## config.mk

```make
export PLATFORM = sky130hd
export DESIGN_NAME = single_source_shortest_paths_core
export DESIGN_NICKNAME = d
export VERILOG_FILES = /design/src/ssp_pkg.sv /design/src/single_source_shortest_paths_core.sv
export SDC_FILE = /design/constraint.sdc
export NUM_CORES = 2
export LEC_CHECK = 0
export ABC_AREA = 1
export BUFFER_PORTS_ARGS = -buffer_cell sky130_fd_sc_hd__buf_2
export CAP_MARGIN = 20
export CORE_UTILIZATION = 65
export DETAILED_ROUTE_END_ITERATION = 16
export PLACE_DENSITY = 0.81
export REMOVE_ABC_BUFFERS = 1
export SETUP_SLACK_MARGIN = 0.1
export SYNTH_ARGS = -nofsm -noshare
export SYNTH_HDL_FRONTEND = slang
export SYNTH_SLANG_ARGS = --single-unit
```

## constraint.sdc

```tcl
create_clock -name clk_i -period 12 [get_ports clk_i]
set_input_delay 2.4 -clock clk_i [delete_from_list [all_inputs] [get_ports clk_i]]
set_output_delay 2.4 -clock clk_i [all_outputs]
set_load 0.005 [all_outputs]
```

## src/ssp_pkg.sv

```systemverilog
// ----------------------------------------------------------------------------
// ssp_pkg
// shared widths and reset values for the shortest path core
// ----------------------------------------------------------------------------
`default_nettype none

package ssp_pkg;

  localparam int DefaultNodes = 16;

  localparam int NodeW   = 4;
  localparam int WeightW = 8;
  localparam int DistW   = 16;

  localparam logic [DistW-1:0] CapReset = 16'd100;

  localparam logic KindEdge = 1'b0;
  localparam logic KindRun  = 1'b1;

endpackage

`default_nettype wire

```

## src/single_source_shortest_paths_core.sv

```systemverilog
// ----------------------------------------------------------------------------
// single_source_shortest_paths_core
// adjacency matrix store with an iterative bellman-ford relaxation sequencer
// ----------------------------------------------------------------------------
// An edge write (kind 0) is taken while idle and gives no result, so edge
// writes may follow one per cycle. A run request (kind 1) keeps busy high
// while one shared add-and-compare unit walks the matrix: it presets the
// distance of every node, then sets the source to zero, then per sweep reads
// and checks each row, reads and evaluates every edge slot of each reachable
// row and closes the sweep, at most NODES sweeps, stopping after the first
// sweep that improves nothing. The single read port of each memory sets
// this order. Results follow in node order, node 0 first, the final one
// flagged by last_o; each is shown for exactly one cycle and cannot be held
// off. After reset all 2**(2*clog2(NODES)) weight memory entries are
// cleared with busy high; configuration writes are taken during that pass
// and whenever idle.
// ----------------------------------------------------------------------------
`default_nettype none

module single_source_shortest_paths_core #(
  parameter int NODES = ssp_pkg::DefaultNodes
) (
  input  wire                             clk_i,
  input  wire                             rst_ni,
  input  wire                             start,
  output logic                            busy,
  input  wire                             kind_i,
  input  wire  [ssp_pkg::NodeW-1:0]       from_node_i,
  input  wire  [ssp_pkg::NodeW-1:0]       to_node_i,
  input  wire  [ssp_pkg::WeightW-1:0]     weight_i,
  input  wire  [ssp_pkg::NodeW-1:0]       source_node_i,
  input  wire                             cfg_valid_i,
  output logic                            cfg_ready_o,
  input  wire  [ssp_pkg::DistW-1:0]       cfg_data_i,
  output logic                            result_valid_o,
  output logic [ssp_pkg::NodeW-1:0]       node_o,
  output logic [ssp_pkg::DistW-1:0]       distance_o,
  output logic                            last_o
);

  import ssp_pkg::*;

  localparam int IW = $clog2(NODES);
  localparam int AW = 2 * IW;
  localparam int WDepth = 1 << AW;
  localparam logic [IW-1:0] LastIdx = IW'(NODES - 1);

  localparam logic [3:0] S_CLEAR    = 4'd0;
  localparam logic [3:0] S_IDLE     = 4'd1;
  localparam logic [3:0] S_INIT     = 4'd2;
  localparam logic [3:0] S_SRC      = 4'd3;
  localparam logic [3:0] S_ROW_RD   = 4'd4;
  localparam logic [3:0] S_ROW_CHK  = 4'd5;
  localparam logic [3:0] S_EDGE_RD  = 4'd6;
  localparam logic [3:0] S_EDGE_EV  = 4'd7;
  localparam logic [3:0] S_SWEEP    = 4'd8;
  localparam logic [3:0] S_OUT_RD   = 4'd9;
  localparam logic [3:0] S_OUT_EM   = 4'd10;

  logic [3:0]         state_q, state_d;
  logic [AW-1:0]      clr_q, clr_d;
  logic [IW-1:0]      u_q, u_d;
  logic [IW-1:0]      v_q, v_d;
  logic [IW-1:0]      sweep_q, sweep_d;
  logic [IW-1:0]      src_q, src_d;
  logic               src_ok_q, src_ok_d;
  logic               changed_q, changed_d;
  logic [DistW-1:0]   du_q, du_d;
  logic [DistW-1:0]   cap_q;

  logic               out_valid_q, out_valid_d;
  logic [NodeW-1:0]   out_node_q, out_node_d;
  logic [DistW-1:0]   out_dist_q, out_dist_d;
  logic               out_last_q, out_last_d;

  // weight memory
  logic [WeightW-1:0] wmem [WDepth];
  logic [WeightW-1:0] w_rdata_q;
  logic               w_we, w_re;
  logic [AW-1:0]      w_waddr, w_raddr;
  logic [WeightW-1:0] w_wdata;

  // distance memory
  logic [DistW-1:0]   dmem [NODES];
  logic [DistW-1:0]   d_rdata_q;
  logic               d_we, d_re;
  logic [IW-1:0]      d_waddr, d_raddr;
  logic [DistW-1:0]   d_wdata;

  logic               accept;
  logic               edge_ok;
  logic [DistW:0]     sum;
  logic [DistW-1:0]   cand;

  assign accept  = start && !busy;
  assign edge_ok = (32'(from_node_i) < NODES) && (32'(to_node_i) < NODES);

  assign sum  = {1'b0, du_q} + {{(DistW + 1 - WeightW){1'b0}}, w_rdata_q};
  assign cand = (sum >= {1'b0, cap_q}) ? cap_q : sum[DistW-1:0];

  always_ff @(posedge clk_i) begin
    if (w_we) begin
      wmem[w_waddr] <= w_wdata;
    end
    if (w_re) begin
      w_rdata_q <= wmem[w_raddr];
    end
  end

  always_ff @(posedge clk_i) begin
    if (d_we) begin
      dmem[d_waddr] <= d_wdata;
    end
    if (d_re) begin
      d_rdata_q <= dmem[d_raddr];
    end
  end

  always_comb begin
    state_d     = state_q;
    clr_d       = clr_q;
    u_d         = u_q;
    v_d         = v_q;
    sweep_d     = sweep_q;
    src_d       = src_q;
    src_ok_d    = src_ok_q;
    changed_d   = changed_q;
    du_d        = du_q;
    out_valid_d = 1'b0;
    out_node_d  = out_node_q;
    out_dist_d  = out_dist_q;
    out_last_d  = out_last_q;
    w_we        = 1'b0;
    w_waddr     = {IW'(from_node_i), IW'(to_node_i)};
    w_wdata     = weight_i;
    w_re        = 1'b0;
    w_raddr     = {u_q, v_q};
    d_we        = 1'b0;
    d_waddr     = u_q;
    d_wdata     = cap_q;
    d_re        = 1'b0;
    d_raddr     = u_q;

    case (state_q)
      S_CLEAR: begin
        w_we    = 1'b1;
        w_waddr = clr_q;
        w_wdata = '0;
        clr_d   = clr_q + 1'b1;
        if (&clr_q) begin
          state_d = S_IDLE;
        end
      end
      S_IDLE: begin
        if (accept) begin
          if (kind_i == KindEdge) begin
            w_we = edge_ok;
          end else begin
            src_d    = IW'(source_node_i);
            src_ok_d = 32'(source_node_i) < NODES;
            u_d      = '0;
            state_d  = S_INIT;
          end
        end
      end
      S_INIT: begin
        d_we    = 1'b1;
        d_waddr = u_q;
        d_wdata = cap_q;
        u_d     = u_q + 1'b1;
        if (u_q == LastIdx) begin
          u_d     = '0;
          state_d = src_ok_q ? S_SRC : S_OUT_RD;
        end
      end
      S_SRC: begin
        d_we      = 1'b1;
        d_waddr   = src_q;
        d_wdata   = '0;
        u_d       = '0;
        sweep_d   = '0;
        changed_d = 1'b0;
        state_d   = S_ROW_RD;
      end
      S_ROW_RD: begin
        d_re    = 1'b1;
        d_raddr = u_q;
        state_d = S_ROW_CHK;
      end
      S_ROW_CHK: begin
        du_d = d_rdata_q;
        v_d  = '0;
        if (d_rdata_q < cap_q) begin
          state_d = S_EDGE_RD;
        end else if (u_q == LastIdx) begin
          state_d = S_SWEEP;
        end else begin
          u_d     = u_q + 1'b1;
          state_d = S_ROW_RD;
        end
      end
      S_EDGE_RD: begin
        w_re    = 1'b1;
        w_raddr = {u_q, v_q};
        d_re    = 1'b1;
        d_raddr = v_q;
        state_d = S_EDGE_EV;
      end
      S_EDGE_EV: begin
        if ((w_rdata_q != '0) && (cand < d_rdata_q)) begin
          d_we      = 1'b1;
          d_waddr   = v_q;
          d_wdata   = cand;
          changed_d = 1'b1;
        end
        if (v_q != LastIdx) begin
          v_d     = v_q + 1'b1;
          state_d = S_EDGE_RD;
        end else if (u_q == LastIdx) begin
          state_d = S_SWEEP;
        end else begin
          u_d     = u_q + 1'b1;
          state_d = S_ROW_RD;
        end
      end
      S_SWEEP: begin
        u_d = '0;
        if (!changed_q || sweep_q == LastIdx) begin
          state_d = S_OUT_RD;
        end else begin
          sweep_d   = sweep_q + 1'b1;
          changed_d = 1'b0;
          state_d   = S_ROW_RD;
        end
      end
      S_OUT_RD: begin
        d_re    = 1'b1;
        d_raddr = u_q;
        state_d = S_OUT_EM;
      end
      S_OUT_EM: begin
        out_valid_d = 1'b1;
        out_node_d  = NodeW'(u_q);
        out_dist_d  = (d_rdata_q > cap_q) ? cap_q : d_rdata_q;
        out_last_d  = (u_q == LastIdx);
        if (u_q == LastIdx) begin
          state_d = S_IDLE;
        end else begin
          u_d     = u_q + 1'b1;
          state_d = S_OUT_RD;
        end
      end
      default: begin
        state_d = S_IDLE;
      end
    endcase
  end

  always_ff @(posedge clk_i or negedge rst_ni) begin
    if (!rst_ni) begin
      state_q     <= S_CLEAR;
      clr_q       <= '0;
      u_q         <= '0;
      v_q         <= '0;
      sweep_q     <= '0;
      changed_q   <= 1'b0;
      cap_q       <= CapReset;
      out_valid_q <= 1'b0;
    end else begin
      state_q     <= state_d;
      clr_q       <= clr_d;
      u_q         <= u_d;
      v_q         <= v_d;
      sweep_q     <= sweep_d;
      changed_q   <= changed_d;
      out_valid_q <= out_valid_d;
      if (cfg_valid_i && cfg_ready_o) begin
        cap_q <= cfg_data_i;
      end
    end
  end

  always_ff @(posedge clk_i) begin
    src_q      <= src_d;
    src_ok_q   <= src_ok_d;
    du_q       <= du_d;
    out_node_q <= out_node_d;
    out_dist_q <= out_dist_d;
    out_last_q <= out_last_d;
  end

  assign busy           = (state_q != S_IDLE);
  assign cfg_ready_o    = (state_q == S_IDLE) || (state_q == S_CLEAR);
  assign result_valid_o = out_valid_q;
  assign node_o         = out_node_q;
  assign distance_o     = out_dist_q;
  assign last_o         = out_last_q;

  // a result that is not the last is followed by the next one of the run
  a_result_spacing: assert property (@(posedge clk_i) disable iff (!rst_ni)
    result_valid_o && !last_o |=> ##1 result_valid_o)
    else $error("result sequence broken");

  // reported distance never exceeds the cap
  a_dist_capped: assert property (@(posedge clk_i) disable iff (!rst_ni)
    result_valid_o |-> distance_o <= cap_q)
    else $error("distance above cap");

  // a run request makes the block busy
  a_run_busy: assert property (@(posedge clk_i) disable iff (!rst_ni)
    start && !busy && (kind_i == KindRun) |=> busy)
    else $error("run request not started");

  // no result while idle without a pending final one
  a_no_stray_result: assert property (@(posedge clk_i) disable iff (!rst_ni)
    result_valid_o && !busy |-> last_o)
    else $error("stray result");

endmodule

`default_nettype wire

```

==> flow_metrics.env <==
export IMPL_crit_slowest_cell="nor2_2"
export IMPL_wl_per_cell_um=27.0
export IMPL_synth_warnings=0
export IMPL_place_gp_congestion=0.893
export IMPL_reg2regPathDepth=35
export IMPL_min_period_ns=7.55
export IMPL_power_density_nw_per_um2=238
export IMPL_clk_latency_ns=0.89
export IMPL_synthArstFlopShare_pct=1.74
export IMPL_min_path_cells=1
export IMPL_worstHoldEndpoint="clr_q[3]$_DFFE_PN0P_"
export IMPL_die_y_um=389
export IMPL_core_area_sq_um=148000
export IMPL_ys_top_cells_by_count="edfxtp_1, nor2_1, o21ai_0, o22ai_1, clkbuf_1"
export IMPL_clockBufferDepth=3
export IMPL_p_leak_uw=0.0346
export IMPL_viasPerCell=6.84
export IMPL_slew_violations=0
export IMPL_ys_types=53
export IMPL_grt_max_degree=209
export IMPL_worst_path_largest_cell_delay_ns=0.80
export IMPL_yosysTopAreaCellShare_pct=73.1
export IMPL_fillCellCount=9111
export IMPL_first_pass_iters=10
export IMPL_r2r_start="w_rdata_q[2]$_DFFE_PP_"
export IMPL_yosysSeqAreaShare_pct=74.2
export IMPL_portBuffers=64
export IMPL_ys_top_cells_by_area="edfxtp_1, o21ai_0, nor2_1"
export IMPL_period_share_pct=62.9
export IMPL_grtUsageTotal_pct=33.9
export IMPL_hold_class="reg2reg"
export IMPL_rr_endpoint="dmem[6][3]$_DFFE_PP_"
export IMPL_vdd_drop_max_mv=0.192
export IMPL_grt_overflow_total=0
export IMPL_status="completed"
export IMPL_synth_ff_type="edfxtp_1"
export IMPL_synth_edf_count=2369
export IMPL_io_pins=65
export IMPL_yosys_area_top_type="edfxtp_1"
export IMPL_cp_max_fo=18
export IMPL_syn_avg_cell_area_sq_um=12.6
export IMPL_die_w_um=389
export IMPL_cts_setup_buffers=0
export IMPL_critical_path_class="reg2reg"
export IMPL_start_util_pct=65.7
export IMPL_hold_viol_final=0
export IMPL_setup_slack_ns=4.45
export IMPL_clkSinkCount=2411
export IMPL_reg2reg_slack_ns=4.45
export IMPL_vias=66200
export IMPL_final_layout_size_suffix_gt1_share_pct=7.37
export IMPL_routed_wl_um=261000
export IMPL_die_area_sq_um=151000
export IMPL_fin_util_pct=71.5
export IMPL_grt_pass1_vias=62400
export IMPL_drc_errors=0
export IMPL_path_clk_slew_ns=0.06
export IMPL_ys_ff_latch=2411
export IMPL_cts_root_buf="clkbuf_16"
export IMPL_rsz0062_at_grt="no"
export IMPL_seq_area_sq_um=72200
export IMPL_hp_start="clr_q[3]$_DFFE_PN0P_"
export IMPL_nets=7660
export IMPL_cts_max_level=4
export IMPL_skew_ns=0.0576
export IMPL_postCtsHoldBufs=0
export IMPL_critPathLaunchType="register"
export IMPL_pre_cts_ws_ns=4.63
export IMPL_synthMostInstantiatedCell="edfxtp_1"
export IMPL_place_hpwl_um=143000
export IMPL_fmax_mhz=132
export IMPL_cts_resized=0
export IMPL_synth_area_sq_um=97400
export IMPL_relSlewSlack_pct=13.1
export IMPL_arrival_ns=8.05
export IMPL_dr_first_iter_drc_count=11600
export IMPL_setup_viol=0
export IMPL_rows=141
export IMPL_antenna_found_initial=7
export IMPL_syn_to_final_growth_pct=8.89
export IMPL_tightest_slew_ns=1.30
export IMPL_maxCapViolations=0
export IMPL_cp_end_kind="register"
export IMPL_cts_tree="yes"
export IMPL_worstPathRequired_ns=12.49
export IMPL_grt_first_pass_wirelength_um=384000
export IMPL_multi_input_area_sq_um=22600
export IMPL_cts_made_buffers=223
export IMPL_syn_inst=7697
export IMPL_ant_nets=0
[how the worst max path moves through the flow]
stage                     depth (start not counted)  slack (ns)                      to                   start
after floorplan                                   9      -28.47  w_rdata_q[2]$_DFFE_PP_      v_q[0]$_DFFE_PN0P_
after global routing                             35        3.95    dmem[6][5]$_DFFE_PP_  w_rdata_q[2]$_DFFE_PP_
after detailed placement                         34        4.63   dmem[6][10]$_DFFE_PP_  w_rdata_q[2]$_DFFE_PP_
after CTS                                        34        4.58    dmem[6][5]$_DFFE_PP_  w_rdata_q[2]$_DFFE_PP_
final                                            35        4.45    dmem[6][3]$_DFFE_PP_  w_rdata_q[2]$_DFFE_PP_
after global placement                           34        4.68    dmem[6][0]$_DFFE_PP_  w_rdata_q[2]$_DFFE_PP_
[per-layer routing]
| metal | global-route usage [%] | wire [um] | up-vias | part of all wire (%) |
|---|---|---|---|---|
| met1 | 45.9 | 90700 | 31900 | 35 |
| met3 | 7.86 | 34700 | 883 | 13 |
| li1 | - | - | 28200 | - |
| met4 | 17.8 | 14300 | 14 | 5.5 |
| met5 | 0 | 90 | - | 0.034 |
| met2 | 52.0 | 121000 | 5264 | 46 |
[critical path: cells and delay by family, from the launching register on]
family	cells	cell delay (ns)
flip-flops	1	0.40
AND/OR/NAND/NOR	16	2.75
XOR/XNOR	1	0.22
AO/OA/AOI/OAI	11	2.26
buffers and inverters	4	0.68
adder cells (fa/ha/maj)	3	0.88
[where the power goes]
group | total (uW) | internal, uW | switching [uW]
clock network | 6780 | 3680 | 3110
logic | 7980 | 1950 | 6030
registers | 10500 | 10300 | 158
[layout by cell type (no fill, tap or decap), types with 24 or more instances in the layout]
cell,count
buf_2,64
o21ai_1,24
clkinv_2,37
clkbuf_16,223
o22ai_1,669
o221ai_1,45
ha_1,59
nand3_1,35
o32ai_1,37
nor2_1,1874
inv_1,114
clkinv_1,51
a21oi_1,45
o21ai_0,1502
clkbuf_1,62
dfrtp_1,33
nand2_1,174
edfxtp_1,2369
buf_4,106
[stage by stage]
step                area (sq um)  hold slack (ns)  instances  total power (uW)  setup TNS, ns
floorplan                  95100            0.463       7154             15800       -1469.90
global placement           99000            0.483       9260             18000              0
detailed placement         99000            0.489       9261             18300              0
CTS                       106000            0.499       9670             24900              0
global route              106000            0.525       9673             26100              0
finish                    106000            0.504       9680             25200              0
[sequential cells by signal, summed over array words and instances (netlist names), 4 cells and up]
name	count
clr_q	8
node_o	4
src_q	4
cap_q	16
u_q	4
wmem	2048
du_q	16
w_rdata_q	8
d_rdata_q	16
state_q	4
distance_o	16
dmem	256
sweep_q	4
v_q	4
[kinds of logic (layout without fill, tap and decap cells)]
logic type | count (synthesis) | after routing | synth area share (%)
compound gates | 2357 | 2357 | 13.4
other cells | 0 | 7 | 0
fa+ha+maj | 60 | 60 | 0.779
simple gates | 2176 | 2176 | 8.72
buf+inv | 673 | 719 | 2.77
xor+xnor | 20 | 20 | 0.180
flops | 2411 | 2411 | 74.2
[area by class of cell]
type                    instances  area share, %
flip-flops and latches       2411           68.1
multi-input cells            4613           21.3
clock buffers                 285           5.48
well taps                    1930           2.28
repair buffers                180           1.23
clock inverters               124           1.07
inverters                     130          0.483
diodes                          7         0.0165
(Power assumes the default switching activity.)
